===== src/rtl/lba_pkg.sv =====
`default_nettype none

package lba_pkg;

    localparam int LEVEL_W    = 16;
    localparam int ACC_W      = 4;
    localparam int DT_W       = 16;
    localparam int CH_W       = 8;
    localparam int IDX_W      = 8;
    localparam int CFG_IDX_W  = 3;
    localparam int CFG_DATA_W = 24;
    localparam int PROD_W     = CH_W + LEVEL_W;

    // 255.0 in 8.8
    localparam logic [LEVEL_W-1:0] LEVEL_FULL = 16'hFF00;
    localparam logic [LEVEL_W-1:0] LEVEL_ZERO = 16'h0000;
    localparam int                 PERIOD_MS  = 10;

    typedef enum logic [1:0] {
        MODE_STATIC   = 2'd0,
        MODE_FADE_IN  = 2'd1,
        MODE_FADE_OUT = 2'd2,
        MODE_SWING    = 2'd3
    } anim_mode_t;

    typedef enum logic [CFG_IDX_W-1:0] {
        REG_ANIM_MODE     = 3'd0,
        REG_REPEAT_ENABLE = 3'd1,
        REG_BASE_COLOR    = 3'd2,
        REG_LEVEL_STEP    = 3'd3,
        REG_SPAN_START    = 3'd4,
        REG_SPAN_LENGTH   = 3'd5
    } cfg_reg_t;

    typedef enum logic {
        ACT_TIME  = 1'b0,
        ACT_START = 1'b1
    } action_t;

    typedef struct packed {
        anim_mode_t         anim_mode;
        logic               repeat_enable;
        logic [23:0]        base_color;
        logic [LEVEL_W-1:0] level_step;
        logic [IDX_W-1:0]   span_start;
        logic [IDX_W-1:0]   span_length;
    } cfg_t;

    typedef struct packed {
        logic [LEVEL_W-1:0] level;
        logic               done;
    } emit_t;

    // floor(y / 255) for any 16-bit y, then clamp to 8 bits
    function automatic logic [CH_W-1:0] div255_sat(input logic [LEVEL_W-1:0] y);
        logic [LEVEL_W:0]  s;
        logic [CH_W:0]     q;
        s = {1'b0, y} + 17'd1 + {9'd0, y[LEVEL_W-1:CH_W]};
        q = s[LEVEL_W:CH_W];
        return q[CH_W] ? {CH_W{1'b1}} : q[CH_W-1:0];
    endfunction

endpackage

`default_nettype wire


===== src/rtl/lba_cfg.sv =====
`default_nettype none

module lba_cfg (
    input  wire logic                           clk,
    input  wire logic                           rst_n,
    input  wire logic                           cfg_valid,
    output logic                                cfg_ready,
    input  wire logic [lba_pkg::CFG_IDX_W-1:0]  cfg_index,
    input  wire logic [lba_pkg::CFG_DATA_W-1:0] cfg_data,
    output lba_pkg::cfg_t                       cfg
);
    import lba_pkg::*;

    cfg_t cfg_reg;
    cfg_t cfg_next;

    assign cfg_ready = 1'b1;
    assign cfg       = cfg_reg;

    always_comb
    begin
        cfg_next = cfg_reg;
        if (cfg_valid)
        begin
            unique case (cfg_reg_t'(cfg_index))
                REG_ANIM_MODE:     cfg_next.anim_mode     = anim_mode_t'(cfg_data[1:0]);
                REG_REPEAT_ENABLE: cfg_next.repeat_enable = cfg_data[0];
                REG_BASE_COLOR:    cfg_next.base_color    = cfg_data[23:0];
                REG_LEVEL_STEP:    cfg_next.level_step    = cfg_data[LEVEL_W-1:0];
                REG_SPAN_START:    cfg_next.span_start    = cfg_data[IDX_W-1:0];
                REG_SPAN_LENGTH:   cfg_next.span_length   = cfg_data[IDX_W-1:0];
                default:           cfg_next = cfg_reg;
            endcase
        end
    end

    always_ff @(posedge clk or negedge rst_n)
    begin
        if (!rst_n)
        begin
            cfg_reg.anim_mode     <= MODE_STATIC;
            cfg_reg.repeat_enable <= 1'b0;
            cfg_reg.base_color    <= '0;
            cfg_reg.level_step    <= 16'd256;
            cfg_reg.span_start    <= '0;
            cfg_reg.span_length   <= 8'd1;
        end
        else
        begin
            cfg_reg <= cfg_next;
        end
    end

endmodule

`default_nettype wire


===== src/rtl/lba_ctrl.sv =====
`default_nettype none

module lba_ctrl (
    input  wire logic                     clk,
    input  wire logic                     rst_n,
    input  wire lba_pkg::cfg_t            cfg,
    input  wire logic                     in_valid,
    output logic                          in_ready,
    input  wire logic                     in_action,
    input  wire logic [lba_pkg::DT_W-1:0] in_dt,
    output logic                          e_valid,
    input  wire logic                     e_ready,
    output lba_pkg::emit_t                e
);
    import lba_pkg::*;

    logic               item_valid_reg, item_valid_next;
    action_t            item_action_reg;
    logic [DT_W-1:0]    item_dt_reg;

    logic               running_reg, running_next;
    logic               finished_reg, finished_next;
    logic [LEVEL_W-1:0] level_reg, level_next;
    logic               rising_reg, rising_next;
    logic [ACC_W-1:0]   acc_reg, acc_next;

    logic               e_valid_reg, e_valid_next;
    emit_t              e_reg, e_next;

    logic               e_adv;
    logic               emit_now;
    logic [DT_W:0]      acc_sum;
    logic [LEVEL_W:0]   up_sum;
    logic               up_end;
    logic               down_end;
    logic [LEVEL_W-1:0] load_level;

    assign e_adv    = !e_valid_reg || e_ready;
    assign in_ready = !item_valid_reg || e_adv;
    assign e_valid  = e_valid_reg;
    assign e        = e_reg;

    assign acc_sum  = {{(DT_W + 1 - ACC_W){1'b0}}, acc_reg} + {1'b0, item_dt_reg};
    assign up_sum   = {1'b0, level_reg} + {1'b0, cfg.level_step};
    assign up_end   = up_sum >= {1'b0, LEVEL_FULL};
    assign down_end = cfg.level_step >= level_reg;
    assign load_level = (cfg.anim_mode == MODE_FADE_IN || cfg.anim_mode == MODE_SWING)
                        ? LEVEL_ZERO : LEVEL_FULL;

    always_comb
    begin
        running_next  = running_reg;
        finished_next = finished_reg;
        level_next    = level_reg;
        rising_next   = rising_reg;
        acc_next      = acc_reg;
        emit_now      = 1'b0;

        if (item_valid_reg && e_adv)
        begin
            if (item_action_reg == ACT_START)
            begin
                running_next  = 1'b1;
                finished_next = 1'b0;
                level_next    = load_level;
            end
            else if (running_reg && !finished_reg)
            begin
                if (cfg.anim_mode == MODE_STATIC)
                begin
                    emit_now = 1'b1;
                end
                else if (acc_sum < (DT_W + 1)'(PERIOD_MS))
                begin
                    acc_next = acc_sum[ACC_W-1:0];
                end
                else
                begin
                    acc_next = '0;
                    emit_now = 1'b1;
                    case (cfg.anim_mode) inside
                        MODE_FADE_IN, MODE_FADE_OUT:
                        begin
                            if ((cfg.anim_mode == MODE_FADE_IN) ? up_end : down_end)
                            begin
                                // ramp end: restart or finish
                                if (cfg.repeat_enable)
                                begin
                                    running_next  = 1'b1;
                                    finished_next = 1'b0;
                                    level_next    = load_level;
                                end
                                else
                                begin
                                    finished_next = 1'b1;
                                end
                            end
                            else if (cfg.anim_mode == MODE_FADE_IN)
                            begin
                                level_next = up_sum[LEVEL_W-1:0];
                            end
                            else
                            begin
                                level_next = level_reg - cfg.level_step;
                            end
                        end
                        MODE_SWING:
                        begin
                            // direction flips at either end without moving
                            if (rising_reg)
                            begin
                                if (up_end)
                                    rising_next = 1'b0;
                                else
                                    level_next = up_sum[LEVEL_W-1:0];
                            end
                            else
                            begin
                                if (down_end)
                                    rising_next = 1'b1;
                                else
                                    level_next = level_reg - cfg.level_step;
                            end
                        end
                        default: ;
                    endcase
                end
            end
        end

        e_next.level    = level_next;
        e_next.done     = finished_next;
        e_valid_next    = e_adv ? (item_valid_reg && emit_now) : e_valid_reg;
        item_valid_next = in_ready ? in_valid : item_valid_reg;
    end

    always_ff @(posedge clk or negedge rst_n)
    begin
        if (!rst_n)
        begin
            item_valid_reg <= 1'b0;
            e_valid_reg    <= 1'b0;
            running_reg    <= 1'b0;
            finished_reg   <= 1'b0;
            level_reg      <= '0;
            rising_reg     <= 1'b0;
            acc_reg        <= '0;
        end
        else
        begin
            item_valid_reg <= item_valid_next;
            e_valid_reg    <= e_valid_next;
            running_reg    <= running_next;
            finished_reg   <= finished_next;
            level_reg      <= level_next;
            rising_reg     <= rising_next;
            acc_reg        <= acc_next;
        end
    end

    always_ff @(posedge clk)
    begin
        if (in_valid && in_ready)
        begin
            item_action_reg <= action_t'(in_action);
            item_dt_reg     <= in_dt;
        end
        if (e_adv)
        begin
            e_reg <= e_next;
        end
    end

endmodule

`default_nettype wire


===== src/rtl/lba_scale.sv =====
`default_nettype none

module lba_scale (
    input  wire logic                       clk,
    input  wire logic                       rst_n,
    input  wire lba_pkg::cfg_t              cfg,
    input  wire logic                       e_valid,
    output logic                            e_ready,
    input  wire lba_pkg::emit_t             e,
    output logic                            out_valid,
    input  wire logic                       out_ready,
    output logic [lba_pkg::CH_W-1:0]        out_red,
    output logic [lba_pkg::CH_W-1:0]        out_green,
    output logic [lba_pkg::CH_W-1:0]        out_blue,
    output logic [lba_pkg::IDX_W-1:0]       out_first,
    output logic [lba_pkg::IDX_W-1:0]       out_count,
    output logic                            out_done
);
    import lba_pkg::*;

    logic               p_valid_reg, p_valid_next;
    logic [LEVEL_W-1:0] p_red_reg, p_green_reg, p_blue_reg;
    logic               p_done_reg;

    logic               o_valid_reg, o_valid_next;
    logic [CH_W-1:0]    o_red_reg, o_green_reg, o_blue_reg;
    logic [IDX_W-1:0]   o_first_reg, o_count_reg;
    logic               o_done_reg;

    logic               o_adv;
    logic [PROD_W-1:0]  prod_red, prod_green, prod_blue;

    assign o_adv   = !o_valid_reg || out_ready;
    assign e_ready = !p_valid_reg || o_adv;

    // channel * level, low byte dropped: the /256 part of /(255*256)
    assign prod_red   = PROD_W'(cfg.base_color[23:16]) * PROD_W'(e.level);
    assign prod_green = PROD_W'(cfg.base_color[15:8])  * PROD_W'(e.level);
    assign prod_blue  = PROD_W'(cfg.base_color[7:0])   * PROD_W'(e.level);

    assign p_valid_next = e_ready ? e_valid : p_valid_reg;
    assign o_valid_next = o_adv ? p_valid_reg : o_valid_reg;

    always_ff @(posedge clk or negedge rst_n)
    begin
        if (!rst_n)
        begin
            p_valid_reg <= 1'b0;
            o_valid_reg <= 1'b0;
        end
        else
        begin
            p_valid_reg <= p_valid_next;
            o_valid_reg <= o_valid_next;
        end
    end

    always_ff @(posedge clk)
    begin
        if (e_ready)
        begin
            p_red_reg   <= prod_red[PROD_W-1:CH_W];
            p_green_reg <= prod_green[PROD_W-1:CH_W];
            p_blue_reg  <= prod_blue[PROD_W-1:CH_W];
            p_done_reg  <= e.done;
        end
        if (o_adv)
        begin
            o_red_reg   <= div255_sat(p_red_reg);
            o_green_reg <= div255_sat(p_green_reg);
            o_blue_reg  <= div255_sat(p_blue_reg);
            o_first_reg <= cfg.span_start;
            o_count_reg <= cfg.span_length;
            o_done_reg  <= p_done_reg;
        end
    end

    assign out_valid = o_valid_reg;
    assign out_red   = o_red_reg;
    assign out_green = o_green_reg;
    assign out_blue  = o_blue_reg;
    assign out_first = o_first_reg;
    assign out_count = o_count_reg;
    assign out_done  = o_done_reg;

endmodule

`default_nettype wire


===== src/rtl/led_brightness_animator.sv =====
// led brightness animator
// input stream: s_tuser = action (0 time advance, 1 start), s_tdata[15:0] = elapsed ms.
// a start transfer arms the animation and loads the level; it gives no result.
// time transfers give one result when the animation updates, only while it runs and is
// not finished: every time transfer in static mode, otherwise once 10 ms or more have built up.
// output stream: m_tdata carries the scaled red, green, blue, the first led index
// and the led count; m_tuser is the done flag of a finished non-repeating ramp.
// a result reaches m_tvalid through the input register, the level update into the
// emit register, the channel multiply, and the divide by 255 into the output
// register. throughput: one item per cycle while the output is not stalled, as the
// level update feeds the next item's state directly.
// a stalled receiver holds the output register; the stages behind it keep filling,
// and s_tready drops only once all of them are occupied.
// config writes go through cfg_valid/cfg_index/cfg_data, always ready; write only
// while no item is in flight.
// reset: registers take their defaults (static mode, step 1.0, span 0/1), the
// animation is idle, and all pipeline stages are empty.
`default_nettype none

module led_brightness_animator (
    input  wire logic        clk,
    input  wire logic        rst_n,
    input  wire logic        s_tvalid,
    output logic             s_tready,
    input  wire logic [15:0] s_tdata,   // elapsed_ms
    input  wire logic        s_tuser,   // action
    output logic             m_tvalid,
    input  wire logic        m_tready,
    output logic [39:0]      m_tdata,   // fill_red, fill_green, fill_blue, fill_first, fill_count
    output logic             m_tuser,   // done_flag
    input  wire logic        cfg_valid,
    output logic             cfg_ready,
    input  wire logic [2:0]  cfg_index,
    input  wire logic [23:0] cfg_data
);
    import lba_pkg::*;

    cfg_t            cfg;
    logic            e_valid;
    logic            e_ready;
    emit_t           e;
    logic [CH_W-1:0]  fill_red, fill_green, fill_blue;
    logic [IDX_W-1:0] fill_first, fill_count;

    lba_cfg u_cfg (
        .clk       (clk),
        .rst_n     (rst_n),
        .cfg_valid (cfg_valid),
        .cfg_ready (cfg_ready),
        .cfg_index (cfg_index),
        .cfg_data  (cfg_data),
        .cfg       (cfg)
    );

    lba_ctrl u_ctrl (
        .clk       (clk),
        .rst_n     (rst_n),
        .cfg       (cfg),
        .in_valid  (s_tvalid),
        .in_ready  (s_tready),
        .in_action (s_tuser),
        .in_dt     (s_tdata),
        .e_valid   (e_valid),
        .e_ready   (e_ready),
        .e         (e)
    );

    lba_scale u_scale (
        .clk       (clk),
        .rst_n     (rst_n),
        .cfg       (cfg),
        .e_valid   (e_valid),
        .e_ready   (e_ready),
        .e         (e),
        .out_valid (m_tvalid),
        .out_ready (m_tready),
        .out_red   (fill_red),
        .out_green (fill_green),
        .out_blue  (fill_blue),
        .out_first (fill_first),
        .out_count (fill_count),
        .out_done  (m_tuser)
    );

    assign m_tdata = {fill_count, fill_first, fill_blue, fill_green, fill_red};

    // input side backs up only when every stage is full and the output is stalled
    a_stall_only_when_blocked: assert property (@(posedge clk) disable iff (!rst_n)
        !s_tready |-> (m_tvalid && !m_tready))
        else $error("s_tready low without a stalled output");

    a_level_in_range: assert property (@(posedge clk) disable iff (!rst_n)
        e_valid |-> (e.level <= LEVEL_FULL))
        else $error("level above full scale");

    a_red_not_above_base: assert property (@(posedge clk) disable iff (!rst_n)
        m_tvalid |-> (fill_red <= cfg.base_color[23:16]))
        else $error("scaled red exceeds base red");

endmodule

`default_nettype wire

===== config.mk =====
export PLATFORM = sky130hd
export DESIGN_NAME = led_brightness_animator
export DESIGN_NICKNAME = d
export VERILOG_FILES = /design/src/rtl/lba_pkg.sv /design/src/rtl/lba_cfg.sv /design/src/rtl/lba_ctrl.sv /design/src/rtl/lba_scale.sv /design/src/rtl/led_brightness_animator.sv
export SDC_FILE = /design/constraint.sdc
export NUM_CORES = 1
export LEC_CHECK = 0
export BUFFER_PORTS_ARGS = -buffer_cell sky130_fd_sc_hd__buf_4
export CORE_MARGIN = 2
export CORE_UTILIZATION = 36
export CTS_BUF_LIST = sky130_fd_sc_hd__clkbuf_8
export DETAILED_ROUTE_END_ITERATION = 6
export GPL_ROUTABILITY_DRIVEN = 0
export GPL_TIMING_DRIVEN = 0
export SYNTH_ARGS = -nofsm -noshare
export SYNTH_HDL_FRONTEND = slang
export SYNTH_SLANG_ARGS = --single-unit

===== constraint.sdc =====
create_clock -name clk -period 8.05 [get_ports clk]
set_input_delay 1.61 -clock clk [delete_from_list [all_inputs] [get_ports clk]]
set_output_delay 1.61 -clock clk [all_outputs]
set_load 0.005 [all_outputs]

==> impl_metrics.toml, run 1 <==
[synth]
synth.top_cell.area_share_pct = 22.7
async_flop_share_pct = 41.0
synth_nets = 2727
synth_cells = 2243
ys_warn_count = 0
syn_area_sq_um = 22200
ys_ff_latch = 210
synth.area.top_cells = "fa_1 23%, edfxtp_1 17%, ha_1 10%"
ys_types = 83
synth_area_per_cell_sq_um = 9.89
synth_ff_type = "edfxtp_1"
ys_seq_area_share_pct = 26.5
yosysTopAreaCell = "fa_1"
synth_edf_count = 124

[clocking]
cts_max_level = 2
post_cts_buffers = 0
cts_tree = "yes"
numCtsBuffers = 42
clk_pin_slew_ps = 60
cts_hold_buf = 0
postCtsResizedCells = 0
clk_latency_ps = 630
cts_max_path_buffers = 3
cts-root-buf = "clkbuf_8"
clock-sinks = 210

[floorplanning]
fp.dieH_microns = 252
die_w_microns = 252
row_count = 91
dieArea_sq_um = 63600
core-area_sq_um = 61400
initial_core_util_pct = 36.2
ios = 93

[timing]
period_share_pct = 79.2
relSlewSlack_pct = 14.8
finalClockSkew_ps = 45.6
rsz0062_at_grt = "no"
hold_violations = 0
fin_tns_setup_ps = 0
period_needed_ps = 6380
slew_viol_final = 0
fmaxAchievable_ghz = 0.157
setup_viol = 0
worst_pin_slew_ps = 1280

[route]
wl_per_cell_microns = 18.3
wl_microns = 58700
dr_total_vias = 16800
drt_pass1_iterations = 7
drc = 12
ant_nets = 0
drt_iter0_drc = 1158
viasPerCell = 5.24

[place]
numPortBuffers = 91
hpwl_microns = 45800

[setup_path]
end_kind = "flop"
crit_top_cell = "fa_1"
cp_top_family = "compound AO/OA/AOI/OAI gates"
arrival_ps = 6750
start_kind = "flop"
crit_path_cell_trace = "clkbuf_1 > clkbuf_1 > nand2_1 > fa_1 > fa_1 > inv_1 > fa_1 > fa_1 > ha_1 > o21ai_0 > o311ai_0 > o311a_1 > o221a_2 > a41o_1 > o41a_1 > a21oi_1 > o21bai_1 > xnor2_1"
critical_path_required_ps = 8430
cp_max_fo = 10
slowest_stage = "clkbuf_1"
critPathMaxStageDelay_ps = 590
path_class = "reg2reg"
worst-path-buf-inv = 3

[cells_and_area]
layout-drive-gt1-share_pct = 10.8
final_net_count = 2864
largest_reg_flops = 59
syn2layout_area_growth_pct = 11.9

[global_route]
grt_antenna_before_repair = 0
grt_pass1_vias = 17900
grt_usage_pct = 19.0
grt_remaining_overflow = 0
grt_pass1_wl_microns = 95600
grt_max_degree = 87

[status]
violations = "design-rule violations"
status = "finished, violations left"

[hold_path]
hold_path_class = "reg2reg"

[run]
maxCapViolCount = 0
worst reg2reg max path, delay by kind of cell (launching register included):
kind | cells | cell delay [ps]
AOI/OAI and AO/OA | 8 | 2190
DFF | 1 | 430
and+or+nand+nor | 1 | 150
adders and majority gates | 5 | 2170
buffers and inverters | 3 | 1090
xor gates and xnor gates | 1 | 120
worst paths after layout:
path,start,slack (ps),cells after the start,to
max,u_ctrl.e[1]$_DFFE_PP_,1670,18,u_scale.p_red_reg[15]$_DFFE_PP_
min,u_scale.p_done_reg$_DFFE_PP_,420,0,u_scale.out_done$_DFFE_PP_
max reg2reg,u_ctrl.e[1]$_DFFE_PP_,1670,18,u_scale.p_red_reg[15]$_DFFE_PP_
min reg2reg,u_scale.p_done_reg$_DFFE_PP_,420,0,u_scale.out_done$_DFFE_PP_
max in group asynchronous,rst_n,6020,1,u_cfg.cfg[56]$_DFFE_PN0P_
min in group asynchronous,rst_n,1210,1,u_cfg.cfg[29]$_DFFE_PN0P_
kinds of logic after synthesis:
group	after synthesis	synth area share, %
AND/OR/NAND/NOR	755	17.6
adder cells (fa/ha/maj)	435	33.1
buffers and inverters	385	6.67
AO/OA/AOI/OAI	313	9.69
flip-flops	210	26.5
multiplexers	79	3.94
XOR/XNOR	65	2.57
other	1	0.0169
per-layer routing:
metal  GRT usage (%)  vias to the layer above  wire (microns)
met5               0                        -               0
met4            7.42                        0            2030
met3            2.84                      130            3300
met2            33.0                      539           28700
met1            23.9                     8409           24700
li1                -                     7717               -
through the flow:
stage | cells | hold slack [ps] | instance area, sq um | util (%) | setup WS, ps
2_1_floorplan | 2243 | 400 | 22200 | - | 2730
3_3_place_gp | 3124 | 402 | 23900 | 38.9 | 1850
3_5_place_dp | 3126 | 406 | 23900 | 39.0 | 1730
4_1_cts | 3201 | 420 | 24800 | 40.5 | 1740
5_1_grt | 3201 | 432 | 24800 | 40.5 | 1370
6_report | 3203 | 421 | 24800 | 40.5 | 1670
cell usage after synthesis (6+ instances only):
master,count
nand3_1,36
dfrtp_1,84
inv_1,294
o21a_1,36
xnor2_1,52
o21bai_1,10
or3_1,12
a31oi_1,13
mux2_2,67
mux2i_1,12
o31ai_1,14
a41oi_1,6
o211ai_1,9
nor2_1,120
a21o_1,11
xor2_1,13
buf_2,7
ha_1,183
o21ai_0,56
and2_1,252
clkbuf_1,77
fa_1,252
nand2_1,208
nand2b_1,17
or2_2,6
nand4_1,14
edfxtp_1,124
a211oi_1,14
nor2b_1,23
o22ai_1,9
and3_1,10
a21oi_1,71
nor3_1,34
area by class of cell:
class / count / area (sq um)
sequential: 210 / 5880
buffer: 90 / 373
fill: 5906 / 36500
clock buffer: 49 / 674
multi-input combinational: 1648 / 14800
clock inverter: 26 / 251
antenna: 2 / 5.00
tap: 790 / 988
inverter: 295 / 1110
timing repair buffer: 93 / 723
cell usage in the layout, fill, tap and decap left out, types with 11 or more instances in the layout:
cell	synthesis	routed
inv_1	294	306
and2_1	252	252
fa_1	252	252
nand2_1	208	207
ha_1	183	183
edfxtp_1	124	124
nor2_1	120	120
buf_4	3	94
dfrtp_1	84	84
clkbuf_1	77	77
a21oi_1	71	71
mux2_2	67	67
o21ai_0	56	56
xnor2_1	52	52
clkbuf_8	0	49
nand3_1	36	36
o21a_1	36	36
nor3_1	34	34
nor2b_1	23	23
nand2b_1	17	17
a211oi_1	14	14
o31ai_1	14	14
nand4_1	14	14
xor2_1	13	13
a31oi_1	13	13
or3_1	12	12
mux2i_1	12	12
a21o_1	11	11
Power of run 1 is not shown: default switching activity piles up to over one toggle a cycle in this logic, so the estimate is an artifact.
==> run 2, diff against run 1 <==
- clock period: 8.05 -> 5.9 ns (I/O delays scaled with it)
==> impl_metrics.toml, run 2 (synthesized netlist as in run 1, its figures left out) <==
[status]
status = "finished, final reports clean"

[setup_path]
crit_path_cell_trace = "clkbuf_2 > and2_1 > fa_1 > inv_1 > fa_1 > fa_1 > fa_1 > inv_1 > ha_1 > nand3_1 > o311ai_2 > o311a_1 > o221a_2 > a41o_1 > o41a_1 > a21oi_2 > o21bai_1 > xnor2_1"
rr_endpoint = "u_scale.p_red_reg[15]$_DFFE_PP_"
cp_top_family = "adder cells"
end_kind = "flop"
cp_max_fo = 10
arrival_ps = 6070
path_class = "reg2reg"
worst-path-buf-inv = 3
cp-startpoint = "u_ctrl.e[7]$_DFFE_PP_"
reg2reg_depth = 18
slowest_stage = "fa_1"
path_depth = 18
crit_path_end = "u_scale.p_red_reg[15]$_DFFE_PP_"
r2r-start = "u_ctrl.e[7]$_DFFE_PP_"
critPathMaxStageDelay_ps = 580
crit_top_cell = "fa_1"
start_kind = "flop"
reg2reg_slack_ps = 210
critical_path_required_ps = 6280

[cells_and_area]
syn2layout_area_growth_pct = 12.3
final_net_count = 2864
layout.cells.most_common_list = "306 x inv_1, 252 x and2_1, 252 x fa_1"
fill_cells = 5902
multiInputGateArea_sq_um = 14900
seq_area_sq_um = 5880
layout-drive-gt1-share_pct = 12.3
final_cells = 3202
layout_commonest_cell = "inv_1"
largest_reg_flops = 59

[timing]
hold_violations = 0
setup_viol = 0
finalClockSkew_ps = 47.7
fmaxAchievable_ghz = 0.176
slew_viol_final = 0
worst_pin_slew_ps = 1280
period_needed_ps = 5690
period_share_pct = 96.5
rsz0062_at_grt = "yes"
fin_tns_setup_ps = 0
relSlewSlack_pct = 14.8

[clocking]
numCtsBuffers = 42
cts_max_path_buffers = 3
clock-sinks = 210
cts_max_level = 2
cts_tree = "yes"
clk_pin_slew_ps = 60
clk_latency_ps = 640
cts-root-buf = "clkbuf_8"

[hold_path]
hold_path_class = "reg2reg"

[route]
drc = 0
viasPerCell = 5.22
drt_pass1_iterations = 7
wl_microns = 58500
dr_total_vias = 16700
ant_nets = 0
drt_iter0_drc = 1100
wl_per_cell_microns = 18.3

[place]
numPortBuffers = 91
dp_cells = 3126
hpwl_microns = 45800

[global_route]
grt_remaining_overflow = 0
grt_antenna_before_repair = 1
grt_pass1_vias = 17900
grt_usage_pct = 19.1
grt_pass1_wl_microns = 95600
grt_max_degree = 87

[floorplanning]
ios = 93
core-area_sq_um = 61400
fp.dieH_microns = 252
dieArea_sq_um = 63600
die_w_microns = 252
initial_core_util_pct = 36.2
row_count = 91

[run]
maxCapViolCount = 0
run 2: cell type report:
class | count | share of cell area [%]
sequential | 210 | 23.6
antenna | 1 | 0.0100
multi-input combinational | 1648 | 59.7
timing repair buffer | 94 | 2.93
clock buffer | 49 | 2.71
inverter | 295 | 4.44
tap | 790 | 3.97
buffer | 89 | 1.62
clock inverter | 26 | 1.01
run 2: routing by layer:
layer | vias to the layer above | routed length, microns | global-route usage (%)
li1 | 7716 | - | -
met1 | 8309 | 24400 | 23.9
met2 | 550 | 28500 | 32.9
met3 | 143 | 3460 | 2.86
met4 | 0 | 2170 | 7.74
met5 | - | 0 | 0
run 2: how the worst min path moves through the flow:
stage	start	to	slack, ps	cells past startpoint
after detailed placement	u_scale.p_done_reg$_DFFE_PP_	u_scale.out_done$_DFFE_PP_	410	0
after CTS	u_scale.p_done_reg$_DFFE_PP_	u_scale.out_done$_DFFE_PP_	420	0
after global routing	u_scale.p_done_reg$_DFFE_PP_	u_scale.out_done$_DFFE_PP_	430	0
after global placement	u_scale.p_done_reg$_DFFE_PP_	u_scale.out_done$_DFFE_PP_	400	0
final	u_scale.p_done_reg$_DFFE_PP_	u_scale.out_done$_DFFE_PP_	420	0
after floorplan	u_scale.p_done_reg$_DFFE_PP_	u_scale.out_done$_DFFE_PP_	400	0
run 2: worst reg2reg max path, delay by kind of cell (launching register included):
kind            cells  cell delay (ps)
fa+ha+maj           5             2330
flops               1              480
xor+xnor            1              120
compound gates      7             1780
simple gates        2              350
buf+inv             3              400
run 2: what timing repair did:
| action | CTS | global route |
|---|---|---|
| setup endpoints to repair | 11 | 7 |
| gates resized for setup | 13 | 48 |
| buffers inserted | 0 | 1 |
| hold buffers | 0 | 0 |
| cloned | 0 | 0 |
run 2: through the flow:
step           hold slack, ps  utilization, %  instance area [sq um]  worst slack [ps]
6_report                  421            40.6                  24900               209
5_1_grt                   432            40.6                  24900             -9.56
4_1_cts                   420            40.5                  24800              1.18
3_5_place_dp              406            39.0                  23900              -417
3_3_place_gp              402            38.9                  23900              -299
2_1_floorplan             400               -                  22200               583
Power of run 2 is left out for the same reason.
